--- src/hw/rtl/eucjp_pkg.sv ---
// ----------------------------------------------------------------------------
// EUC-JP rewriter package
// Shared types, code points and the two-byte rewrite table.
// ----------------------------------------------------------------------------
package eucjp_pkg;

   // Lead byte of a three-byte (SS3) character
   localparam logic [7:0] SS3_LEAD    = 8'h8f;

   // Rows of the two-byte table that hold rewritable characters
   localparam logic [7:0] ROW_SYMBOL  = 8'ha1;
   localparam logic [7:0] ROW_ALNUM   = 8'ha3;

   // Symbol row cells
   localparam logic [7:0] CELL_MINUS  = 8'hdd;
   localparam logic [7:0] CELL_LPAREN = 8'hca;
   localparam logic [7:0] CELL_RPAREN = 8'hcb;

   // Alphanumeric row ranges
   localparam logic [7:0] DIGIT_FIRST = 8'hb0;
   localparam logic [7:0] DIGIT_LAST  = 8'hb9;
   localparam logic [7:0] UPPER_FIRST = 8'hc1;
   localparam logic [7:0] UPPER_LAST  = 8'hda;
   localparam logic [7:0] LOWER_FIRST = 8'he1;
   localparam logic [7:0] LOWER_LAST  = 8'hfa;

   // ASCII targets
   localparam logic [7:0] ASCII_MINUS  = 8'h2d;
   localparam logic [7:0] ASCII_LPAREN = 8'h28;
   localparam logic [7:0] ASCII_RPAREN = 8'h29;
   localparam logic [7:0] ASCII_ZERO   = 8'h30;
   localparam logic [7:0] ASCII_UPPER  = 8'h41;
   localparam logic [7:0] ASCII_LOWER  = 8'h61;

   // Result status codes
   localparam logic STATUS_DATA    = 1'b0;
   localparam logic STATUS_ILLEGAL = 1'b1;

   // One framed character waiting for output: up to three bytes
   typedef struct packed {
      logic [2:0][7:0] bytes;     // bytes[0] goes out first
      logic [1:0]      last_idx;  // index of the final byte
      logic            illegal;   // illegal-sequence marker
   } job_type;

   // Queue status seen by both sides
   typedef struct packed {
      logic full;
      logic empty;
   } queue_status_type;

   // ASCII replacement of a two-byte code, zero when there is none
   function automatic logic [7:0] narrow(input logic [7:0] lead, input logic [7:0] trail);
      logic [7:0] res;
      res = 8'h00;
      if (lead == ROW_SYMBOL) begin
         if (trail == CELL_MINUS)       res = ASCII_MINUS;
         else if (trail == CELL_LPAREN) res = ASCII_LPAREN;
         else if (trail == CELL_RPAREN) res = ASCII_RPAREN;
      end else if (lead == ROW_ALNUM) begin
         if (trail >= DIGIT_FIRST && trail <= DIGIT_LAST)
            res = 8'(trail - DIGIT_FIRST + ASCII_ZERO);
         else if (trail >= UPPER_FIRST && trail <= UPPER_LAST)
            res = 8'(trail - UPPER_FIRST + ASCII_UPPER);
         else if (trail >= LOWER_FIRST && trail <= LOWER_LAST)
            res = 8'(trail - LOWER_FIRST + ASCII_LOWER);
      end
      return res;
   endfunction

endpackage

--- src/hw/rtl/eucjp_if.sv ---
// ----------------------------------------------------------------------------
// EUC-JP rewriter channels
// Valid/ready channels for input bytes and result bytes.
// ----------------------------------------------------------------------------
interface eucjp_req_if;
   logic       valid;
   logic       ready;
   logic [7:0] data_byte;
   logic       stream_end;

   modport source (output valid, output data_byte, output stream_end, input ready);
   modport sink   (input valid, input data_byte, input stream_end, output ready);
endinterface

interface eucjp_rsp_if;
   logic       valid;
   logic       ready;
   logic [7:0] out_byte;
   logic       status;
   logic       run_last;

   modport source (output valid, output out_byte, output status, output run_last,
                   input ready);
   modport sink   (input valid, input out_byte, input status, input run_last,
                   output ready);
endinterface

--- src/hw/rtl/eucjp_fullwidth_to_ascii_unit.sv ---
// ----------------------------------------------------------------------------
// EUC-JP full-width to ASCII unit
// Frames an EUC-JP byte stream and rewrites full-width minus, parentheses,
// digits and Latin letters as single ASCII bytes.
//
//   channel   dir  payload                          handshake
//   req_ch    in   data_byte[7:0], stream_end        valid / ready
//   rsp_ch    out  out_byte[7:0], status, run_last   valid / ready
//
// One input byte is taken per cycle while the job queue has room; each
// finished character leaves as one to three result bytes, one per cycle
// while the receiver is ready, from the output register, which a closing
// byte's job reaches through the queue. The queue (QUEUE_DEPTH jobs)
// lets input continue while results stall. Reset is synchronous and
// clears framing, the halt flag, queue pointers and output valid.
// ----------------------------------------------------------------------------
module eucjp_fullwidth_to_ascii_unit import eucjp_pkg::*; #(
   parameter int QUEUE_DEPTH = 4
) (
   input  logic        clock,
   input  logic        reset,
   eucjp_req_if.sink   req_ch,
   eucjp_rsp_if.source rsp_ch
);

   queue_status_type q_status;
   job_type          push_job;
   job_type          head_job;
   logic             push;
   logic             pop;

   // Frame input bytes
   eucjp_front u_front (
      .clock    (clock),
      .reset    (reset),
      .req_ch   (req_ch),
      .q_status (q_status),
      .push     (push),
      .push_job (push_job)
   );

   // Buffer framed characters
   eucjp_queue #(
      .DEPTH (QUEUE_DEPTH)
   ) u_queue (
      .clock    (clock),
      .reset    (reset),
      .push     (push),
      .push_job (push_job),
      .pop      (pop),
      .head_job (head_job),
      .q_status (q_status)
   );

   // Emit result bytes
   eucjp_back u_back (
      .clock    (clock),
      .reset    (reset),
      .head_job (head_job),
      .q_status (q_status),
      .pop      (pop),
      .rsp_ch   (rsp_ch)
   );

endmodule

--- src/hw/rtl/eucjp_front.sv ---
// ----------------------------------------------------------------------------
// EUC-JP rewriter front end
// Frames input bytes into characters and pushes one job per finished
// character (or one illegal-sequence job) into the queue.
// ----------------------------------------------------------------------------
module eucjp_front import eucjp_pkg::*; (
   input  logic             clock,
   input  logic             reset,
   eucjp_req_if.sink        req_ch,
   input  queue_status_type q_status,
   output logic             push,
   output job_type          push_job
);

   logic [1:0] pending_ff, pending_in;
   logic [7:0] lead_ff, lead_in;
   logic [7:0] second_ff, second_in;
   logic       halted_ff, halted_in;
   logic       take;
   logic [7:0] b;
   logic [7:0] c;

   assign req_ch.ready = !q_status.full;
   assign take         = req_ch.valid && req_ch.ready;
   assign b            = req_ch.data_byte;
   assign c            = narrow(lead_ff, b);

   // Frame the byte and build the job
   always_comb begin
      pending_in = pending_ff;
      lead_in    = lead_ff;
      second_in  = second_ff;
      halted_in  = halted_ff;
      push       = 1'b0;
      push_job   = '0;
      if (take && !halted_ff) begin
         if (req_ch.stream_end) begin
            if (pending_ff != 2'd0) begin
               push             = 1'b1;
               push_job.illegal = 1'b1;
               pending_in       = 2'd0;
               lead_in          = 8'h00;
               second_in        = 8'h00;
               halted_in        = 1'b1;
            end
         end else if (pending_ff == 2'd0) begin
            if (b[7]) begin
               lead_in    = b;
               pending_in = 2'd1;
            end else if (b != 8'h00) begin
               push              = 1'b1;
               push_job.bytes[0] = b;
            end
         end else if (!b[7]) begin
            // Trailing byte without high bit: drop the character and halt
            push             = 1'b1;
            push_job.illegal = 1'b1;
            pending_in       = 2'd0;
            lead_in          = 8'h00;
            second_in        = 8'h00;
            halted_in        = 1'b1;
         end else if (lead_ff == SS3_LEAD && pending_ff == 2'd1) begin
            second_in  = b;
            pending_in = 2'd2;
         end else begin
            push       = 1'b1;
            pending_in = 2'd0;
            lead_in    = 8'h00;
            second_in  = 8'h00;
            if (lead_ff == SS3_LEAD) begin
               push_job.bytes    = {b, second_ff, lead_ff};
               push_job.last_idx = 2'd2;
            end else if (c != 8'h00) begin
               push_job.bytes[0] = c;
            end else begin
               push_job.bytes[0] = lead_ff;
               push_job.bytes[1] = b;
               push_job.last_idx = 2'd1;
            end
         end
      end
   end

   // Hold framing state
   always_ff @(posedge clock) begin
      if (reset) begin
         pending_ff <= 2'd0;
         lead_ff    <= 8'h00;
         second_ff  <= 8'h00;
         halted_ff  <= 1'b0;
      end else begin
         pending_ff <= pending_in;
         lead_ff    <= lead_in;
         second_ff  <= second_in;
         halted_ff  <= halted_in;
      end
   end

`ifndef ASSERT_OFF
   a_illegal_halts: assert property (@(posedge clock) disable iff (reset)
      (push && push_job.illegal) |=> halted_ff)
      else $error("illegal job without halt");
   a_halted_quiet: assert property (@(posedge clock) disable iff (reset)
      halted_ff |-> (!push && pending_ff == 2'd0))
      else $error("activity while halted");
   a_second_only_ss3: assert property (@(posedge clock) disable iff (reset)
      (pending_ff == 2'd2) |-> (lead_ff == SS3_LEAD))
      else $error("second byte held for non-SS3 lead");
`endif

endmodule

--- src/hw/rtl/eucjp_queue.sv ---
// ----------------------------------------------------------------------------
// EUC-JP rewriter job queue
// Short FIFO of framed characters between the front and back ends.
// ----------------------------------------------------------------------------
module eucjp_queue import eucjp_pkg::*; #(
   parameter int DEPTH = 4
) (
   input  logic             clock,
   input  logic             reset,
   input  logic             push,
   input  job_type          push_job,
   input  logic             pop,
   output job_type          head_job,
   output queue_status_type q_status
);

   localparam int PTR_W = (DEPTH > 1) ? $clog2(DEPTH) : 1;
   localparam int CNT_W = $clog2(DEPTH + 1);

   job_type            entry_ff [DEPTH];
   logic [PTR_W-1:0]   wr_ptr_ff, wr_ptr_in;
   logic [PTR_W-1:0]   rd_ptr_ff, rd_ptr_in;
   logic [CNT_W-1:0]   count_ff, count_in;

   assign q_status.full  = (count_ff == CNT_W'(DEPTH));
   assign q_status.empty = (count_ff == '0);
   assign head_job       = entry_ff[rd_ptr_ff];

   // Advance pointers with wrap
   always_comb begin
      wr_ptr_in = wr_ptr_ff;
      rd_ptr_in = rd_ptr_ff;
      count_in  = count_ff;
      if (push)
         wr_ptr_in = (wr_ptr_ff == PTR_W'(DEPTH - 1)) ? '0 : wr_ptr_ff + 1'b1;
      if (pop)
         rd_ptr_in = (rd_ptr_ff == PTR_W'(DEPTH - 1)) ? '0 : rd_ptr_ff + 1'b1;
      if (push && !pop)
         count_in = count_ff + 1'b1;
      else if (pop && !push)
         count_in = count_ff - 1'b1;
   end

   always_ff @(posedge clock) begin
      if (reset) begin
         wr_ptr_ff <= '0;
         rd_ptr_ff <= '0;
         count_ff  <= '0;
      end else begin
         wr_ptr_ff <= wr_ptr_in;
         rd_ptr_ff <= rd_ptr_in;
         count_ff  <= count_in;
      end
   end

   // Store pushed job
   always_ff @(posedge clock) begin
      if (push)
         entry_ff[wr_ptr_ff] <= push_job;
   end

`ifndef ASSERT_OFF
   a_no_overflow: assert property (@(posedge clock) disable iff (reset)
      q_status.full |-> !push)
      else $error("push into full queue");
   a_no_underflow: assert property (@(posedge clock) disable iff (reset)
      q_status.empty |-> !pop)
      else $error("pop from empty queue");
   a_count_range: assert property (@(posedge clock) disable iff (reset)
      count_ff <= CNT_W'(DEPTH))
      else $error("queue count out of range");
`endif

endmodule

--- src/hw/rtl/eucjp_back.sv ---
// ----------------------------------------------------------------------------
// EUC-JP rewriter back end
// Unrolls each queued job into result bytes through an output register.
// ----------------------------------------------------------------------------
module eucjp_back import eucjp_pkg::*; (
   input  logic             clock,
   input  logic             reset,
   input  job_type          head_job,
   input  queue_status_type q_status,
   output logic             pop,
   eucjp_rsp_if.source      rsp_ch
);

   logic [1:0] idx_ff, idx_in;
   logic       valid_ff, valid_in;
   logic [7:0] byte_ff, byte_in;
   logic       status_ff, status_in;
   logic       last_ff, last_in;
   logic       load;
   logic       at_last;

   assign load    = !q_status.empty && (!valid_ff || rsp_ch.ready);
   assign at_last = (idx_ff == head_job.last_idx);
   assign pop     = load && at_last;

   // Pick the byte at the current index
   always_comb begin
      case (idx_ff)
         2'd0:    byte_in = head_job.bytes[0];
         2'd1:    byte_in = head_job.bytes[1];
         2'd2:    byte_in = head_job.bytes[2];
         default: byte_in = 8'h00;
      endcase
      status_in = head_job.illegal ? STATUS_ILLEGAL : STATUS_DATA;
      last_in   = at_last;
      idx_in    = idx_ff;
      if (load)
         idx_in = at_last ? 2'd0 : idx_ff + 2'd1;
      if (load)
         valid_in = 1'b1;
      else if (rsp_ch.ready)
         valid_in = 1'b0;
      else
         valid_in = valid_ff;
   end

   always_ff @(posedge clock) begin
      if (reset) begin
         idx_ff   <= 2'd0;
         valid_ff <= 1'b0;
      end else begin
         idx_ff   <= idx_in;
         valid_ff <= valid_in;
      end
   end

   // Load output payload
   always_ff @(posedge clock) begin
      if (load) begin
         byte_ff   <= byte_in;
         status_ff <= status_in;
         last_ff   <= last_in;
      end
   end

   assign rsp_ch.valid    = valid_ff;
   assign rsp_ch.out_byte = byte_ff;
   assign rsp_ch.status   = status_ff;
   assign rsp_ch.run_last = last_ff;

`ifndef ASSERT_OFF
   a_illegal_is_last: assert property (@(posedge clock) disable iff (reset)
      (valid_ff && status_ff == STATUS_ILLEGAL) |-> last_ff)
      else $error("illegal result not marked last");
   a_idx_bound: assert property (@(posedge clock) disable iff (reset)
      !q_status.empty |-> (idx_ff <= head_job.last_idx))
      else $error("byte index past end of job");
   a_idx_rewinds: assert property (@(posedge clock) disable iff (reset)
      pop |=> (idx_ff == 2'd0))
      else $error("index not rewound after pop");
`endif

endmodule

--- src/flat_wrapper.sv ---
// flat-port wrapper written by rule: the top's interface ports become plain ports
module eucjp_fullwidth_to_ascii_unit_flat import eucjp_pkg::*;
#(
   parameter int QUEUE_DEPTH = 4
)
  (clock, reset, req_ch_valid, req_ch_data_byte, req_ch_stream_end, req_ch_ready, rsp_ch_valid, rsp_ch_out_byte, rsp_ch_status, rsp_ch_run_last, rsp_ch_ready);
  eucjp_req_if req_ch_i ();
  eucjp_rsp_if rsp_ch_i ();
  input  logic clock;
  input  logic reset;
  input wire logic [$bits(req_ch_i.valid)-1:0] req_ch_valid;
  input wire logic [$bits(req_ch_i.data_byte)-1:0] req_ch_data_byte;
  input wire logic [$bits(req_ch_i.stream_end)-1:0] req_ch_stream_end;
  output wire logic [$bits(req_ch_i.ready)-1:0] req_ch_ready;
  output wire logic [$bits(rsp_ch_i.valid)-1:0] rsp_ch_valid;
  output wire logic [$bits(rsp_ch_i.out_byte)-1:0] rsp_ch_out_byte;
  output wire logic [$bits(rsp_ch_i.status)-1:0] rsp_ch_status;
  output wire logic [$bits(rsp_ch_i.run_last)-1:0] rsp_ch_run_last;
  input wire logic [$bits(rsp_ch_i.ready)-1:0] rsp_ch_ready;
  assign req_ch_i.valid = req_ch_valid;
  assign req_ch_i.data_byte = req_ch_data_byte;
  assign req_ch_i.stream_end = req_ch_stream_end;
  assign req_ch_ready = req_ch_i.ready;
  assign rsp_ch_valid = rsp_ch_i.valid;
  assign rsp_ch_out_byte = rsp_ch_i.out_byte;
  assign rsp_ch_status = rsp_ch_i.status;
  assign rsp_ch_run_last = rsp_ch_i.run_last;
  assign rsp_ch_i.ready = rsp_ch_ready;
  eucjp_fullwidth_to_ascii_unit #(.QUEUE_DEPTH(QUEUE_DEPTH)) u_core (.clock(clock), .reset(reset), .req_ch(req_ch_i), .rsp_ch(rsp_ch_i));
endmodule
--- config.mk ---
export PLATFORM = sky130hd
export DESIGN_NAME = eucjp_fullwidth_to_ascii_unit_flat
export DESIGN_NICKNAME = d
export VERILOG_FILES = /design/src/hw/rtl/eucjp_pkg.sv /design/src/hw/rtl/eucjp_if.sv /design/src/hw/rtl/eucjp_fullwidth_to_ascii_unit.sv /design/src/hw/rtl/eucjp_front.sv /design/src/hw/rtl/eucjp_queue.sv /design/src/hw/rtl/eucjp_back.sv /design/src/flat_wrapper.sv
export SDC_FILE = /design/constraint.sdc
export NUM_CORES = 1
export LEC_CHECK = 0
export BUFFER_PORTS_ARGS = -buffer_cell sky130_fd_sc_hd__buf_2
export CAP_MARGIN = 20
export CELL_PAD_IN_SITES_DETAIL_PLACEMENT = 1
export CELL_PAD_IN_SITES_GLOBAL_PLACEMENT = 2
export CORE_UTILIZATION = 49
export CTS_BUF_LIST = sky130_fd_sc_hd__clkbuf_16
export CTS_CLUSTER_DIAMETER = 50
export DETAILED_ROUTE_END_ITERATION = 8
export GPL_TIMING_DRIVEN = 1
export HOLD_SLACK_MARGIN = 0.12
export PLACE_DENSITY = 0.95
export SLEW_MARGIN = 25
export SYNTH_ARGS = -nofsm -noshare
export SYNTH_HDL_FRONTEND = slang
export SYNTH_SLANG_ARGS = --single-unit
--- constraint.sdc ---
create_clock -name clock -period 4.8 [get_ports clock]
set_input_delay 0.72 -clock clock [delete_from_list [all_inputs] [get_ports clock]]
set_output_delay 0.72 -clock clock [all_outputs]
set_load 0.01 [all_outputs]
==> flow_metrics.tcl, run 1 <==
set metrics [dict create \
    status "finished clean" \
    min_path_type "flop to flop" \
    async_flop_share_pct 0 \
    fin_crit_sh_pct 65.8 \
    vdd_drop_max_v 0.000242 \
    worst_setup_path_start_kind "flop" \
    worst_setup_path_end_kind "flop" \
    ctsHoldBuffers 0 \
    placed_cell_area_um2 6500 \
    num_rows 40 \
    antenna_found_initial 0 \
    p_int_mw 2.58 \
    power_density_nw_per_um2 498 \
    die_h_um 115 \
    grt_pass1_vias 3858 \
    worst_pin_slew_ns 1.05 \
    die_w_um 115 \
    root_buffer "clkbuf_16" \
    pwr-share-clk_pct 36.9 \
    drc 0 \
    grt_pass1_wl_um 23000 \
    cts_tree "built" \
    synthAdderAreaFrac_pct 2.33 \
    postCtsSetupBuffers 0 \
    core-area_um2 12200 \
    swShare_pct 26.9 \
    period_needed_ns 3.16 \
    synth_top_family_by_area "compound AO/OA/AOI/OAI gates" \
    path_buf_inv 2 \
    syn_inst 406 \
    clock_latency_ns 0.42 \
    area_growth_syn_to_layout_pct 14.2 \
    netlist_area_um2 6220 \
    tns_ns 0 \
    drt-vias-per-instance 5.95 \
    fin_nets 458 \
    synth.avg_cell_area_um2 15.3 \
    dieArea_um2 13100 \
    drtPass1Iterations 4 \
    gp_congestion 0.954 \
    io_buffers 24 \
    seqPwrFrac_pct 43.7 \
    fin_area_um2 7100 \
    gr-total-overflow 0 \
    combPwrFrac_pct 19.4 \
    routed_wl_um 14700 \
    dp_hpwl_um 9550 \
    post_cts_resized 0 \
    rsz0062_at_grt "no" \
    diodes 0 \
    synthXorXnorAreaFrac_pct 0.805 \
    cp_max_fo 26 \
    vias 3659 \
    cts_num_sinks 145 \
    grt_max_degree 27 \
    maxCapViolCount 0 \
    synth_warnings 0 \
    crit_chain "buf_4 > mux4_2 > xnor2_2 > nand3_2 > ha_1 > inv_1 > fa_1 > xor2_1 > or3_1 > a21oi_1" \
    slew_viol_final 0 \
    ys_ff_latch 145 \
    switchingPower_mw 0.951 \
    drive_gt1_share_pct 22.8 \
    max_stage_delay_ns 0.63 \
    synth_compound_area_share_pct 10.1 \
    final-hold-violation-count 0 \
    synth_edf_count 114 \
    criticalPathCategory "flop to flop" \
    grt_use_total_pct 24.9 \
    start_util_pct 50.9 \
    ios 25 \
    cts-root-to-sink-buffers 2 \
    critPathTopFamily "multiplexers" \
    relSlewSlack_pct 29.3 \
    muxShareOfSynthArea_pct 10.1 \
    arrival_ns 3.50 \
    setup_viol 0 \
    synthSimpleGateAreaFrac_pct 9.10 \
    p_leak_nw 2.36 \
    fin_skew_ns 0.00616 \
    syn_nets 430 \
    fmax_mhz 316 \
    numCtsBuffers 17 \
    htreeDepth 4 \
    wl_per_cell_um 24.0 \
    synth-main-ff-cell "edfxtp_1" \
    required_ns 5.14 \
    synth_cell_types 64 \
    dr.first_iter.drc_count 203 \
    critPathSlowestCell "mux4_2" \
    ys_seq_area_share_pct 65.1 \
    clk_pin_slew_ns 0.06 \
    antenna_left 0 \
]
cells by family (layout without fill, tap and decap cells):
kind of cell    after synthesis  in the layout
compound gates               88             88
simple gates                 92             92
mux                          30             30
fa+ha+maj                    11             11
xor+xnor                      4              4
buf+inv                      36             77
flops                       145            145
tightest hold or removal path: cells and delay by family, from the launching register on:
| kind | cells | cell delay [ns] |
|---|---|---|
| flip-flops | 1 | 0.32 |
| AND/OR/NAND/NOR | 1 | 0.06 |
| AO/OA/AOI/OAI | 1 | 0.05 |
layout make-up:
| type | count | area, µm² |
|---|---|---|
| Sequential cell | 145 | 4050 |
| Clock buffer | 19 | 475 |
| Multi-Input combinational cell | 225 | 2030 |
| Clock inverter | 13 | 115 |
| Inverter | 15 | 56.3 |
| Tap cell | 168 | 210 |
| Timing Repair Buffer | 30 | 165 |
| Fill cell | 1180 | 5110 |
path summary, 6_finish.rpt:
kind	start	endpoint	depth (start not counted)	slack, ns
max	flop	u_core.u_queue.count_ff[2]	10	1.64
min	u_core.u_back.rsp_ch.valid	u_core.u_back.rsp_ch.valid	2	0.49
min reg2reg	u_core.u_back.rsp_ch.valid	u_core.u_back.rsp_ch.valid	2	0.49
max reg2reg	flop	u_core.u_queue.count_ff[2]	10	1.64
sequential cells by signal, summed over array words and instances (netlist names), 3 cells and up, named ones only:
signal and cells:
u_core.u_front.second_ff 8, u_core.u_queue.entry_ff 104, u_core.u_front.lead_ff 8, u_core.u_queue.count_ff 3, u_core.u_back.rsp_ch.out_byte 8
cells in the mapped netlist, types with 3 or more instances:
master / instances / area share, %
ha_1: 10 / 2.0
a22o_1: 15 / 2.1
a22oi_1: 16 / 1.9
nor3_1: 4 / 0.32
buf_2: 8 / 0.64
nand2_1: 21 / 1.3
o21a_1: 3 / 0.36
inv_1: 15 / 0.91
a21o_1: 4 / 0.48
o21ai_0: 8 / 0.64
nor2_1: 21 / 1.3
mux2i_1: 4 / 0.64
dfxtp_1: 31 / 10
clkbuf_1: 11 / 0.66
a21oi_1: 21 / 1.7
or3_1: 3 / 0.30
edfxtp_1: 114 / 55
mux4_2: 25 / 9.1
nand3_1: 5 / 0.40
nor3b_1: 3 / 0.36
and2_1: 10 / 1.0
metal layers:
| layer | global-route usage, % | wire [µm] |
|---|---|---|
| met3 | 6.14 | 780 |
| met4 | 8.14 | 206 |
| met2 | 41.9 | 7670 |
| met5 | 0 | 0 |
| met1 | 31.9 | 6070 |
layout by cell type (no fill, tap or decap), types with 5 or more instances in the layout:
cell type	n
edfxtp_1	114
dfxtp_1	30
mux4_2	25
buf_2	24
nand2_1	21
a21oi_1	21
nor2_1	21
clkbuf_16	19
inv_1	17
a22oi_1	16
a22o_1	15
and2_1	10
ha_1	10
o21ai_0	8
buf_4	6
nand3_1	5
stage by stage:
stage	setup WS, ns	util (%)	hold WS (ns)	total power, mW	cells
6_report	1.64	58.1	0.487	3.54	615
5_1_grt	1.45	58.1	0.515	3.68	615
4_1_cts	1.57	58.0	0.486	3.57	615
3_5_place_dp	1.64	53.2	0.481	2.24	583
3_3_place_gp	1.66	53.2	0.449	2.20	583
2_1_floorplan	1.97	-	0.458	2.04	406
power groups by stage:
stage	registers, mW	logic (mW)	clock network, mW
floorplan	1.58	0.456	0
global placement	1.56	0.641	0
detailed placement	1.57	0.673	0
CTS	1.55	0.696	1.33
global route	1.56	0.754	1.37
finish	1.54	0.684	1.31
No activity file was read; power rests on OpenSTA's default activity.
==> inputs of run 2 (changes only) <==
CORE_UTILIZATION = 45   (was 49)
PLACE_DENSITY = 0.9   (was 0.95)
clock period = 3.2 ns   (was 4.8 ns; I/O delays follow)
==> flow_metrics.tcl, run 2 (synthesis results as in run 1) <==
set metrics [dict create \
    status "finished clean" \
    final_common_cell "edfxtp_1" \
    period_needed_ns 2.71 \
    clock_latency_ns 0.42 \
    cp_max_fo 7 \
    total_power_mw 5.30 \
    htreeDepth 4 \
    path_common_cell "inv_1" \
    ios 25 \
    drtPass1Iterations 4 \
    rsz0062_at_grt "no" \
    postCtsSetupBuffers 0 \
    dr.first_iter.drc_count 238 \
    ctsHoldBuffers 0 \
    start_util_pct 46.6 \
    min_path_type "input port to flop" \
    die_w_um 120 \
    diodes 0 \
    cts-root-to-sink-buffers 2 \
    max_stage_delay_ns 0.41 \
    final-hold-violation-count 0 \
    grt_pass1_wl_um 22600 \
    largest_reg_flops 104 \
    largest-register "u_core.u_queue.entry_ff" \
    drc 0 \
    vias 3683 \
    gr-total-overflow 0 \
    criticalPathCategory "flop to flop" \
    antenna_left 0 \
    cts_num_sinks 145 \
    vdd_drop_max_v 0.000367 \
    gp_congestion 0.923 \
    maxCapViolCount 0 \
    area_growth_syn_to_layout_pct 14.5 \
    clk_pin_slew_ns 0.05 \
    die_h_um 120 \
    dp_hpwl_um 9320 \
    wl_per_cell_um 22.7 \
    p_leak_nw 2.39 \
    fin_nets 461 \
    required_ns 3.54 \
    power_density_nw_per_um2 745 \
    post_cts_resized 0 \
    setup_viol 0 \
    drt-vias-per-instance 5.88 \
    grt_use_total_pct 21.8 \
    crit_chain "nor3b_1 > inv_1 > nand3b_1 > a31oi_2 > ha_1 > inv_1 > fa_1 > xor2_1 > or3_1 > a21oi_1" \
    root_buffer "clkbuf_16" \
    fmax_mhz 369 \
    io_buffers 24 \
    cts_tree "built" \
    worst_pin_slew_ns 0.918 \
    worst_setup_path_end_kind "flop" \
    tns_ns 0 \
    critPathSlowestCell "dfxtp_1" \
    grt_max_degree 27 \
    relSlewSlack_pct 38.4 \
    worst_setup_path_start_kind "flop" \
    core-area_um2 13300 \
    numCtsBuffers 17 \
    antenna_found_initial 0 \
    num_rows 42 \
    routed_wl_um 14200 \
    fin_crit_sh_pct 84.8 \
    dieArea_um2 14300 \
    drive_gt1_share_pct 22.0 \
    layout_common_cells "edfxtp_1 (114), dfxtp_1 (30), mux4_2 (25)" \
    grt_pass1_vias 3907 \
    arrival_ns 3.05 \
    fin_skew_ns 0.00739 \
    critPathTopFamily "simple AND/OR/NAND/NOR gates" \
    slew_viol_final 0 \
    path_buf_inv 2 \
]
## run 2: power breakdown
group	switching, mW	internal [mW]	total, mW
clock	0.712	1.27	1.99
combinational	0.573	0.425	0.998
sequential	0.0852	2.23	2.32
## run 2: metal layers
metal | global-route usage (%) | routed length (µm)
met1 | 29.1 | 6350
met4 | 7.50 | 206
met2 | 35.3 | 6980
met3 | 4.99 | 684
met5 | 0 | 0
## run 2: final timing paths
kind	cells past startpoint	start	slack, ns	to
max	10	u_core.u_queue.count_ff[0]	0.49	u_core.u_queue.count_ff[2]
min	4	rsp_ch_ready	0.36	u_core.u_back.rsp_ch.valid
max reg2reg	10	u_core.u_queue.count_ff[0]	0.49	u_core.u_queue.count_ff[2]
min reg2reg	2	u_core.u_back.rsp_ch.valid	0.49	u_core.u_back.rsp_ch.valid
## run 2: per-stage QoR
step	worst slack (ns)	hold WS, ns	cell area (µm²)	std cells	utilization (%)
2_1_floorplan	0.611	0.458	6220	406	-
3_3_place_gp	0.274	0.452	6530	594	48.9
3_5_place_dp	0.186	0.468	6530	594	48.9
4_1_cts	0.470	0.339	7120	626	53.3
5_1_grt	0.225	0.382	7120	626	53.3
6_report	0.486	0.357	7120	626	53.3
## run 2: worst min-delay path: cells and delay by family
| family | cells | cell delay (ns) |
|---|---|---|
| buffers and inverters | 2 | 0.11 |
| and+or+nand+nor | 1 | 0.06 |
| AOI/OAI and AO/OA | 1 | 0.06 |
## run 2: area by class of cell
cell class                      count  area (µm²)
Clock buffer                       17         425
Clock inverter                     15         163
Fill cell                        1309        6230
Inverter                           15        56.3
Multi-Input combinational cell    225        2020
Sequential cell                   145        4050
Tap cell                          176         220
Timing Repair Buffer               33         188
